==> config.mk <==
export PLATFORM = sky130hd
export DESIGN_NAME = camera_pixel_to_bgra_converter_top
export DESIGN_NICKNAME = d
export VERILOG_FILES = /design/src/hdl/cpbgra_pkg.sv /design/src/hdl/camera_pixel_to_bgra_converter_top.sv /design/src/hdl/cpbgra_yuv_pix.sv /design/src/hdl/cpbgra_fmt_mux.sv
export SDC_FILE = /design/constraint.sdc
export NUM_CORES = 1
export LEC_CHECK = 0
export ABC_AREA = 1
export BUFFER_PORTS_ARGS = -buffer_cell sky130_fd_sc_hd__buf_2
export CORE_MARGIN = 1
export CORE_UTILIZATION = 50
export DETAILED_ROUTE_END_ITERATION = 6
export GPL_TIMING_DRIVEN = 0
export PLACE_DENSITY = 0.68
export SYNTH_ARGS = -nofsm -noshare
export SYNTH_HDL_FRONTEND = slang
export SYNTH_SLANG_ARGS = --single-unit
==> constraint.sdc <==
create_clock -name clk_i -period 6.3 [get_ports clk_i]
set_input_delay 0.63 -clock clk_i [delete_from_list [all_inputs] [get_ports clk_i]]
set_output_delay 0.63 -clock clk_i [all_outputs]
set_load 0.005 [all_outputs]
==> src/hdl/cpbgra_pkg.sv <==
// Package for the camera pixel to BGRA converter: format codes, pixel and
// result types, BT.601 coefficients. No dependencies.
`timescale 1ns / 1ps
`default_nettype none

package cpbgra_pkg;

  typedef enum logic [2:0] {
    FMT_BGR888    = 3'd0,
    FMT_RGB888    = 3'd1,
    FMT_BGRX_COPY = 3'd2,
    FMT_RGBX_SWAP = 3'd3,
    FMT_LUMA      = 3'd4,
    FMT_YUYV      = 3'd5
  } fmt_e;

  localparam int unsigned SumW = 20;

  localparam logic signed [SumW-1:0] KY     = 20'sd298;
  localparam logic signed [SumW-1:0] KUB    = 20'sd516;
  localparam logic signed [SumW-1:0] KUG    = 20'sd100;
  localparam logic signed [SumW-1:0] KVG    = 20'sd208;
  localparam logic signed [SumW-1:0] KVR    = 20'sd409;
  localparam logic signed [SumW-1:0] Round  = 20'sd128;
  localparam logic signed [SumW-1:0] YOfs   = 20'sd16;
  localparam logic signed [SumW-1:0] UvOfs  = 20'sd128;

  localparam logic [7:0] AlphaOpaque = 8'd255;
  localparam logic [1:0] CountOne    = 2'd1;
  localparam logic [1:0] CountTwo    = 2'd2;

  typedef struct packed {
    logic [7:0] blue;
    logic [7:0] green;
    logic [7:0] red;
    logic [7:0] alpha;
  } pixel_t;

  typedef struct packed {
    pixel_t     pix0;
    pixel_t     pix1;
    logic [1:0] count;
  } result_t;

  // floor shift by 8 then limit to 0..255
  function automatic logic [7:0] clamp_shift8(logic signed [SumW-1:0] sum);
    logic [7:0] res;
    if (sum[SumW-1]) begin
      res = 8'd0;
    end else if (|sum[SumW-2:16]) begin
      res = 8'd255;
    end else begin
      res = sum[15:8];
    end
    return res;
  endfunction

endpackage

`default_nettype wire

==> src/hdl/camera_pixel_to_bgra_converter_top.sv <==
// Camera pixel to BGRA converter, top level: format register, input word
// register, result register and valid/stall flow. Depends on cpbgra_pkg
// and cpbgra_fmt_mux.
// Path: input word register, format mux, result register.
// Throughput: one word per cycle while out_stall_i is low; each register
// refills in the cycle it drains, and in_stall_o is set only when both are
// full with out_stall_i high. Reset: asynchronous, active low; clears both
// valid flags and sets the source format to luma.
`timescale 1ns / 1ps
`default_nettype none

module camera_pixel_to_bgra_converter_top
  import cpbgra_pkg::*;
(
  input  wire logic       clk_i,
  input  wire logic       rst_ni,

  input  wire logic       cfg_we_i,
  input  wire logic [2:0] cfg_wdata_i,

  input  wire logic       in_valid_i,
  output logic            in_stall_o,
  input  wire logic [7:0] src_byte0_i,
  input  wire logic [7:0] src_byte1_i,
  input  wire logic [7:0] src_byte2_i,
  input  wire logic [7:0] src_byte3_i,

  output logic            out_valid_o,
  input  wire logic       out_stall_i,
  output logic [7:0]      pix0_blue_o,
  output logic [7:0]      pix0_green_o,
  output logic [7:0]      pix0_red_o,
  output logic [7:0]      pix0_alpha_o,
  output logic [7:0]      pix1_blue_o,
  output logic [7:0]      pix1_green_o,
  output logic [7:0]      pix1_red_o,
  output logic [7:0]      pix1_alpha_o,
  output logic [1:0]      pixel_count_o
);

  logic [2:0] fmt_q;
  logic       in_vld_q;
  logic [7:0] b0_q, b1_q, b2_q, b3_q;
  logic       out_vld_q;
  result_t    res_q, res_d;
  logic       out_adv, in_adv;

  assign out_adv    = !out_vld_q || !out_stall_i;
  assign in_adv     = !in_vld_q || out_adv;
  assign in_stall_o = !in_adv;

  always_ff @(posedge clk_i or negedge rst_ni) begin
    if (!rst_ni) begin
      fmt_q <= FMT_LUMA;
    end else if (cfg_we_i) begin
      fmt_q <= cfg_wdata_i;
    end
  end

  always_ff @(posedge clk_i or negedge rst_ni) begin
    if (!rst_ni) begin
      in_vld_q  <= 1'b0;
      out_vld_q <= 1'b0;
    end else begin
      if (in_adv) begin
        in_vld_q <= in_valid_i;
      end
      if (out_adv) begin
        out_vld_q <= in_vld_q;
      end
    end
  end

  always_ff @(posedge clk_i) begin
    if (in_adv && in_valid_i) begin
      b0_q <= src_byte0_i;
      b1_q <= src_byte1_i;
      b2_q <= src_byte2_i;
      b3_q <= src_byte3_i;
    end
    if (out_adv && in_vld_q) begin
      res_q <= res_d;
    end
  end

  cpbgra_fmt_mux u_fmt_mux (
    .fmt_i (fmt_q),
    .b0_i  (b0_q),
    .b1_i  (b1_q),
    .b2_i  (b2_q),
    .b3_i  (b3_q),
    .res_o (res_d)
  );

  assign out_valid_o   = out_vld_q;
  assign pix0_blue_o   = res_q.pix0.blue;
  assign pix0_green_o  = res_q.pix0.green;
  assign pix0_red_o    = res_q.pix0.red;
  assign pix0_alpha_o  = res_q.pix0.alpha;
  assign pix1_blue_o   = res_q.pix1.blue;
  assign pix1_green_o  = res_q.pix1.green;
  assign pix1_red_o    = res_q.pix1.red;
  assign pix1_alpha_o  = res_q.pix1.alpha;
  assign pixel_count_o = res_q.count;

endmodule

`default_nettype wire

==> src/hdl/cpbgra_yuv_pix.sv <==
// One BT.601 YUV to BGRA pixel: constant-coefficient sums and clamp.
// Depends on cpbgra_pkg.
`timescale 1ns / 1ps
`default_nettype none

module cpbgra_yuv_pix
  import cpbgra_pkg::*;
(
  input  wire logic [7:0] luma_i,
  input  wire logic [7:0] u_i,
  input  wire logic [7:0] v_i,
  output pixel_t          pix_o
);

  logic signed [SumW-1:0] c_s, d_s, e_s, yc_s;
  logic signed [SumW-1:0] sum_b, sum_g, sum_r;

  always_comb begin
    c_s  = signed'(SumW'(luma_i)) - YOfs;
    d_s  = signed'(SumW'(u_i)) - UvOfs;
    e_s  = signed'(SumW'(v_i)) - UvOfs;
    yc_s = c_s * KY;
    sum_b = yc_s + d_s * KUB + Round;
    sum_g = yc_s - d_s * KUG - e_s * KVG + Round;
    sum_r = yc_s + e_s * KVR + Round;
    pix_o.blue  = clamp_shift8(sum_b);
    pix_o.green = clamp_shift8(sum_g);
    pix_o.red   = clamp_shift8(sum_r);
    pix_o.alpha = AlphaOpaque;
  end

endmodule

`default_nettype wire

==> src/hdl/cpbgra_fmt_mux.sv <==
// Format decode: byte shuffles, luma replicate and the two YUYV pixels.
// Depends on cpbgra_pkg and cpbgra_yuv_pix.
`timescale 1ns / 1ps
`default_nettype none

module cpbgra_fmt_mux
  import cpbgra_pkg::*;
(
  input  wire logic [2:0] fmt_i,
  input  wire logic [7:0] b0_i,
  input  wire logic [7:0] b1_i,
  input  wire logic [7:0] b2_i,
  input  wire logic [7:0] b3_i,
  output result_t         res_o
);

  pixel_t yuv0, yuv1;

  cpbgra_yuv_pix u_yuv0 (
    .luma_i (b0_i),
    .u_i    (b1_i),
    .v_i    (b3_i),
    .pix_o  (yuv0)
  );

  cpbgra_yuv_pix u_yuv1 (
    .luma_i (b2_i),
    .u_i    (b1_i),
    .v_i    (b3_i),
    .pix_o  (yuv1)
  );

  always_comb begin
    res_o.pix0  = '{blue: b0_i, green: b0_i, red: b0_i, alpha: AlphaOpaque};
    res_o.pix1  = '0;
    res_o.count = CountOne;
    unique case (fmt_e'(fmt_i))
      FMT_BGR888: begin
        res_o.pix0 = '{blue: b0_i, green: b1_i, red: b2_i, alpha: AlphaOpaque};
      end
      FMT_RGB888, FMT_RGBX_SWAP: begin
        res_o.pix0 = '{blue: b2_i, green: b1_i, red: b0_i, alpha: AlphaOpaque};
      end
      FMT_BGRX_COPY: begin
        res_o.pix0 = '{blue: b0_i, green: b1_i, red: b2_i, alpha: b3_i};
      end
      FMT_YUYV: begin
        res_o.pix0  = yuv0;
        res_o.pix1  = yuv1;
        res_o.count = CountTwo;
      end
      default: begin
        // luma and unknown codes: replicate byte 0
        res_o.pix0 = '{blue: b0_i, green: b0_i, red: b0_i, alpha: AlphaOpaque};
      end
    endcase
  end

endmodule

`default_nettype wire
; ---- Word level (Yosys, flattened, before mapping)
; Cells that the tools add are included.
[word_totals]
ff_bits = 103
input_bits = 40
output_inout_bits = 68
[classes]
n_addsub = 18
mul = 6
eq_ne = 4
mux = 11
n_bitwise = 1
n_reduce_logical = 19
[ops]
columns = op, n
row1 = $pmux W32 S4, 1
row2 = $add A20 B9 Y20 const B, 6
row3 = $mux W8, 9
row4 = $add A20 B19 Y20, 2
row5 = $add A20 B20 Y20, 2
row6 = $mul A20 B9 Y19 const B, 2
row7 = $sub A20 B17 Y20, 2
row8 = $sub A20 B18 Y20, 2
row9 = $mul A9 B10 Y19 const B, 1
row10 = $mul A9 B9 Y18 const B, 1
row11 = $reduce_or A3 Y1, 6
row12 = $sub A8 B5 Y9 const B, 2
row13 = $sub A8 B8 Y9 const B, 2
row14 = $mul A9 B6 Y15 const B, 1
row15 = $mul A9 B5 Y14 const B, 1
row16 = $mux W10, 1
row17 = $reduce_or A2 Y1, 4
row18 = $eq A3 B2 Y1 const B, 2
row19 = $logic_not A1 Y1, 4
row20 = $eq A3 B1 Y1 const B, 1
row21 = $eq A3 B3 Y1 const B, 1
row22 = $logic_not A3 Y1, 1
row23 = $logic_and A1 B1 Y1, 2
row24 = $logic_or A1 B1 Y1, 2
row25 = $not A1 Y1, 1

; ---- Logic depth before layout (Yosys ltp)
[logic_depth]
word_depth = 9
depth_mapped = 36

; ---- Modules after synthesis
; From an unflattened synthesis, not the netlist that was laid out.
[unflattened]
hier_cells = 2793
area_unflattened_um2 = 21006.4
[by_module_without_submodules]
columns = module, n_inst, cells_per_inst, area_each_um2, seq_area_each_um2
row1 = cpbgra_yuv_pix (u_fmt_mux.u_yuv1), 1, 1233, 8503.2, 0.0
row2 = cpbgra_yuv_pix (u_fmt_mux.u_yuv0), 1, 1200, 8343.0, 0.0
row3 = camera_pixel_to_bgra_converter_top, 1, 122, 3151.8, 3069.2
row4 = cpbgra_fmt_mux, 1, 238, 1008.5, 0.0

; ---- Worst setup path before layout
; OpenSTA, ideal clock, no wires.
[synth_timing]
kind = reg-to-reg
startpoint = reg b0_q[4]
endpoint = reg res_q (netlist bit pix0_green_o[0]) (data pin)
arrival_ps = 6212
required_ps = 6048
path_slack_ps = -164
stages_incl_launch_ff = 34
period_less_slack_ps = 6464
path_cell_list = edfxtp_1 inv_1 ha_1 xnor2_1 inv_1 ha_1 ha_1 inv_1 fa_1 fa_1 inv_1 ha_1 a21oi_1 o21ai_1 a21oi_1 o21ai_1 a21oi_1 inv_1 nand2_1 nand2_1 o21ai_0 fa_1 ha_1 ha_1 inv_1 nor3_1 nand2_1 or2_2 nand2_1 nor2_1 nand3_1 nand2_4 nand2_1 nand2_1
[synth_lines]
columns = element, line
row1 = start: declaration, camera_pixel_to_bgra_converter_top.sv:43  ; logic [7:0] b0_q, b1_q, b2_q, b3_q;
row2 = start signal: assignment, camera_pixel_to_bgra_converter_top.sv:76  ; b0_q <= src_byte0_i;
row3 = end signal: assignment, camera_pixel_to_bgra_converter_top.sv:82  ; res_q <= res_d;
row4 = end: declaration, camera_pixel_to_bgra_converter_top.sv:45  ; result_t res_q, res_d;

==> flow_summary_export.csv <==
group,metric,value,unit
run_status,status,"finished with violations",
run_status,violations,"setup timing",
detailed_routing,vias,16000,
floorplanning,io_pins,108,
layout,layout-drive-gt1-share,0.232,
layout,multi_input_area,14700,µm²
clocking,clkLatencyLatePin,0.40,ns
floorplanning,die_area,35400,µm²
synth,syn-num-nets,2793,
global_route,antenna_found_initial,0,
global_route,grt.total_usage,0.288,
synth,avgSynthCellArea,7.62,µm²
floorplanning,rows,67,
synth,yosys.area.top_type,"ha_1",
synth,netlist.area_leader.share,0.289,
detailed_routing,drc,0,
setup_path,critPathMaxStageDelay,0.54,ns
timing,fin_crit_sh,1.00,
setup_path,critPathLaunch,"b0_q[5]",
synth,ys_types,52,
synth,synth_most_common_cell,"inv_1",
timing,fin_crit,6.30,ns
setup_path,crit_arrival,6.42,ns
setup_path,required,6.42,ns
detailed_routing,routed_wl,52600,µm
clocking,path_clk_slew,0.08,ns
timing,clock_skew,0.0178,ns
synth,synthCells,2275,
layout,ff_latch_area,2830,µm²
timing,slew_viol_final,0,
floorplanning,initial_utilization,0.513,
clocking,clockBufferDepth,2,
detailed_routing,via_per_inst,5.42,
layout,diodes,0,
layout,nFillCells,2888,
floorplanning,die_y,188,µm
timing,clock.fmax,159,MHz
timing,finalWorstSetupSlack,-0.00270,ns
synth,synth_common_cells,"463 x inv_1, 455 x nand2_1, 400 x ha_1",
synth,synth_edf_count,90,
synth,ys_seq_area_frac,0.163,
clocking,cts_made_buffers,9,
clocking,ctsHoldBuffers,0,
synth,synth-seq-cells,95,
global_route,grt_pass1_vias,15400,
worst_hold_path,holdCritPathClass,"input pin to asynchronous set/reset pin",
detailed_routing,firstDrtPassIters,6,
timing,slew_headroom,0.385,
setup_path,end_kind,"flip-flop",
setup_path,worstSetupStartpointType,"flip-flop",
layout,synthToLayoutAreaGrowth,25.3,%
setup_path,cpMaxStageDelayCell,"fa_1",
placement,place_congestion,0.951,
synth,async_flop_share,0.0526,
layout,final_nets,3026,
placement,numPortBuffers,107,
synth,synthesis.area,17300,µm²
layout,final_core_util,0.643,
global_route,grt_pass1_wl,78900,µm
clocking,cts_tree,"built",
timing,setup_viol,1,
floorplanning,die_x,188,µm
detailed_routing,routedWlPerCell,17.8,µm
job,cap_violations,0,
setup_path,crit_fanout,8,
synth,yosysWarnings,0,
synth,yosys-top-cells-area,"ha_1 29%, edfxtp_1 16%, inv_1 10%",
floorplanning,coreArea,33800,µm²
timing,worstMarginPinSlew,0.921,ns
global_route,grt_start_max_net_pins,33,
placement,dp.final_hpwl,41400,µm
timing,rsz0062_at_grt,"true",
synth,synth_flop_cell,"edfxtp_1",
setup_path,reg2reg_from,"b0_q[5]",
setup_path,crit_type,"flip-flop to flip-flop",
clocking,cts_sinks,95,
clocking,root_buffer,"clkbuf_16",
timing,finalHoldViolCount,0,
detailed_routing,drt_iter0_markers,942,
detailed_routing,ant_nets,0,
global_route,grt-ovfl-total,0,
clocking,htreeDepth,3,
-- cell usage in the layout (no fill, tap or decap), types with 18 or more instances in the layout --
cell / instances
inv_1: 427
nand2_1: 413
ha_1: 338
nor2_1: 119
buf_4: 113
buf_2: 108
a21oi_1: 105
nand3_1: 92
edfxtp_1: 90
fa_1: 76
o21ai_0: 57
ha_4: 53
xor2_1: 51
a21oi_2: 42
nand2_2: 39
xnor2_1: 37
inv_2: 32
nand4_1: 24
nand3_2: 20
nor2_2: 18
-- through the flow --
step	hold slack [ns]	setup TNS [ns]	instance area (µm²)	std cells	worst slack, ns
floorplan	0.334	0	17300	2275	0.0330
global placement	0.448	-38.05	18400	2830	-1.02
detailed placement	0.469	-39.65	18500	2832	-1.06
CTS	0.0386	0	19900	2897	0.000549
global route	0.0490	-5.39	21700	2961	-0.179
finish	0.0553	-0.00270	21700	2961	-0.00270
-- worst max-delay path: cells and delay by family (launching register included) --
family	cells	cell delay, ns
xor+xnor	2	0.40
fa+ha+maj	7	2.62
flops	1	0.41
buf+inv	5	0.66
compound gates	3	0.85
simple gates	10	1.12
-- path summary, 6_finish.rpt --
check	slack, ns	endpoint	cells past startpoint
hold reg to reg	0.51	out_valid_o	2
min in group clk_i	0.41	b0_q[1]	1
setup reg to reg	-0.003	pix0_red_o[3]	27
max in group asynchronous	6.00	fmt_q[2]	1
setup / recovery	-0.003	pix0_red_o[3]	27
hold / removal	0.06	in_vld_q	1
-- cell families (layout without fill, tap and decap cells) --
family	Yosys count	count (layout)	share of synthesized area
AOI/OAI and AO/OA	310	310	0.0991
xor gates and xnor gates	111	111	0.0561
adders and majority gates	478	478	0.379
buffers and inverters	481	719	0.106
DFF	95	95	0.163
and+or+nand+nor	800	800	0.197
-- layout make-up --
| type | count | share of cell area |
|---|---|---|
| tap | 448 | 0.0258 |
| buffer | 11 | 0.00334 |
| inverter | 470 | 0.0830 |
| multi-input combinational | 1699 | 0.675 |
| clock buffer | 9 | 0.0104 |
| clock inverter | 7 | 0.00398 |
| timing repair buffer | 222 | 0.0684 |
| sequential | 95 | 0.130 |
-- per-layer routing --
layer | global-route usage | part of all wire | vias to the layer above
met3 | 0.0453 | 0.057 | 96
met2 | 0.489 | 0.48 | 437
met5 | 0 | 0 | -
met4 | 0.100 | 0.030 | 0
li1 | - | - | 7881
met1 | 0.371 | 0.43 | 7632
-- what timing repair did --
| item | 4_1_cts | 5_1_grt |
|---|---|---|
| endpoints found under the setup margin | 48 | 48 |
| pin swaps | 38 | 129 |
| setup buffers | 49 | 66 |
| gates resized for setup | 142 | 257 |
Power is not shown: default switching activity piles up to over one toggle a cycle in this logic, so the estimate is an artifact.
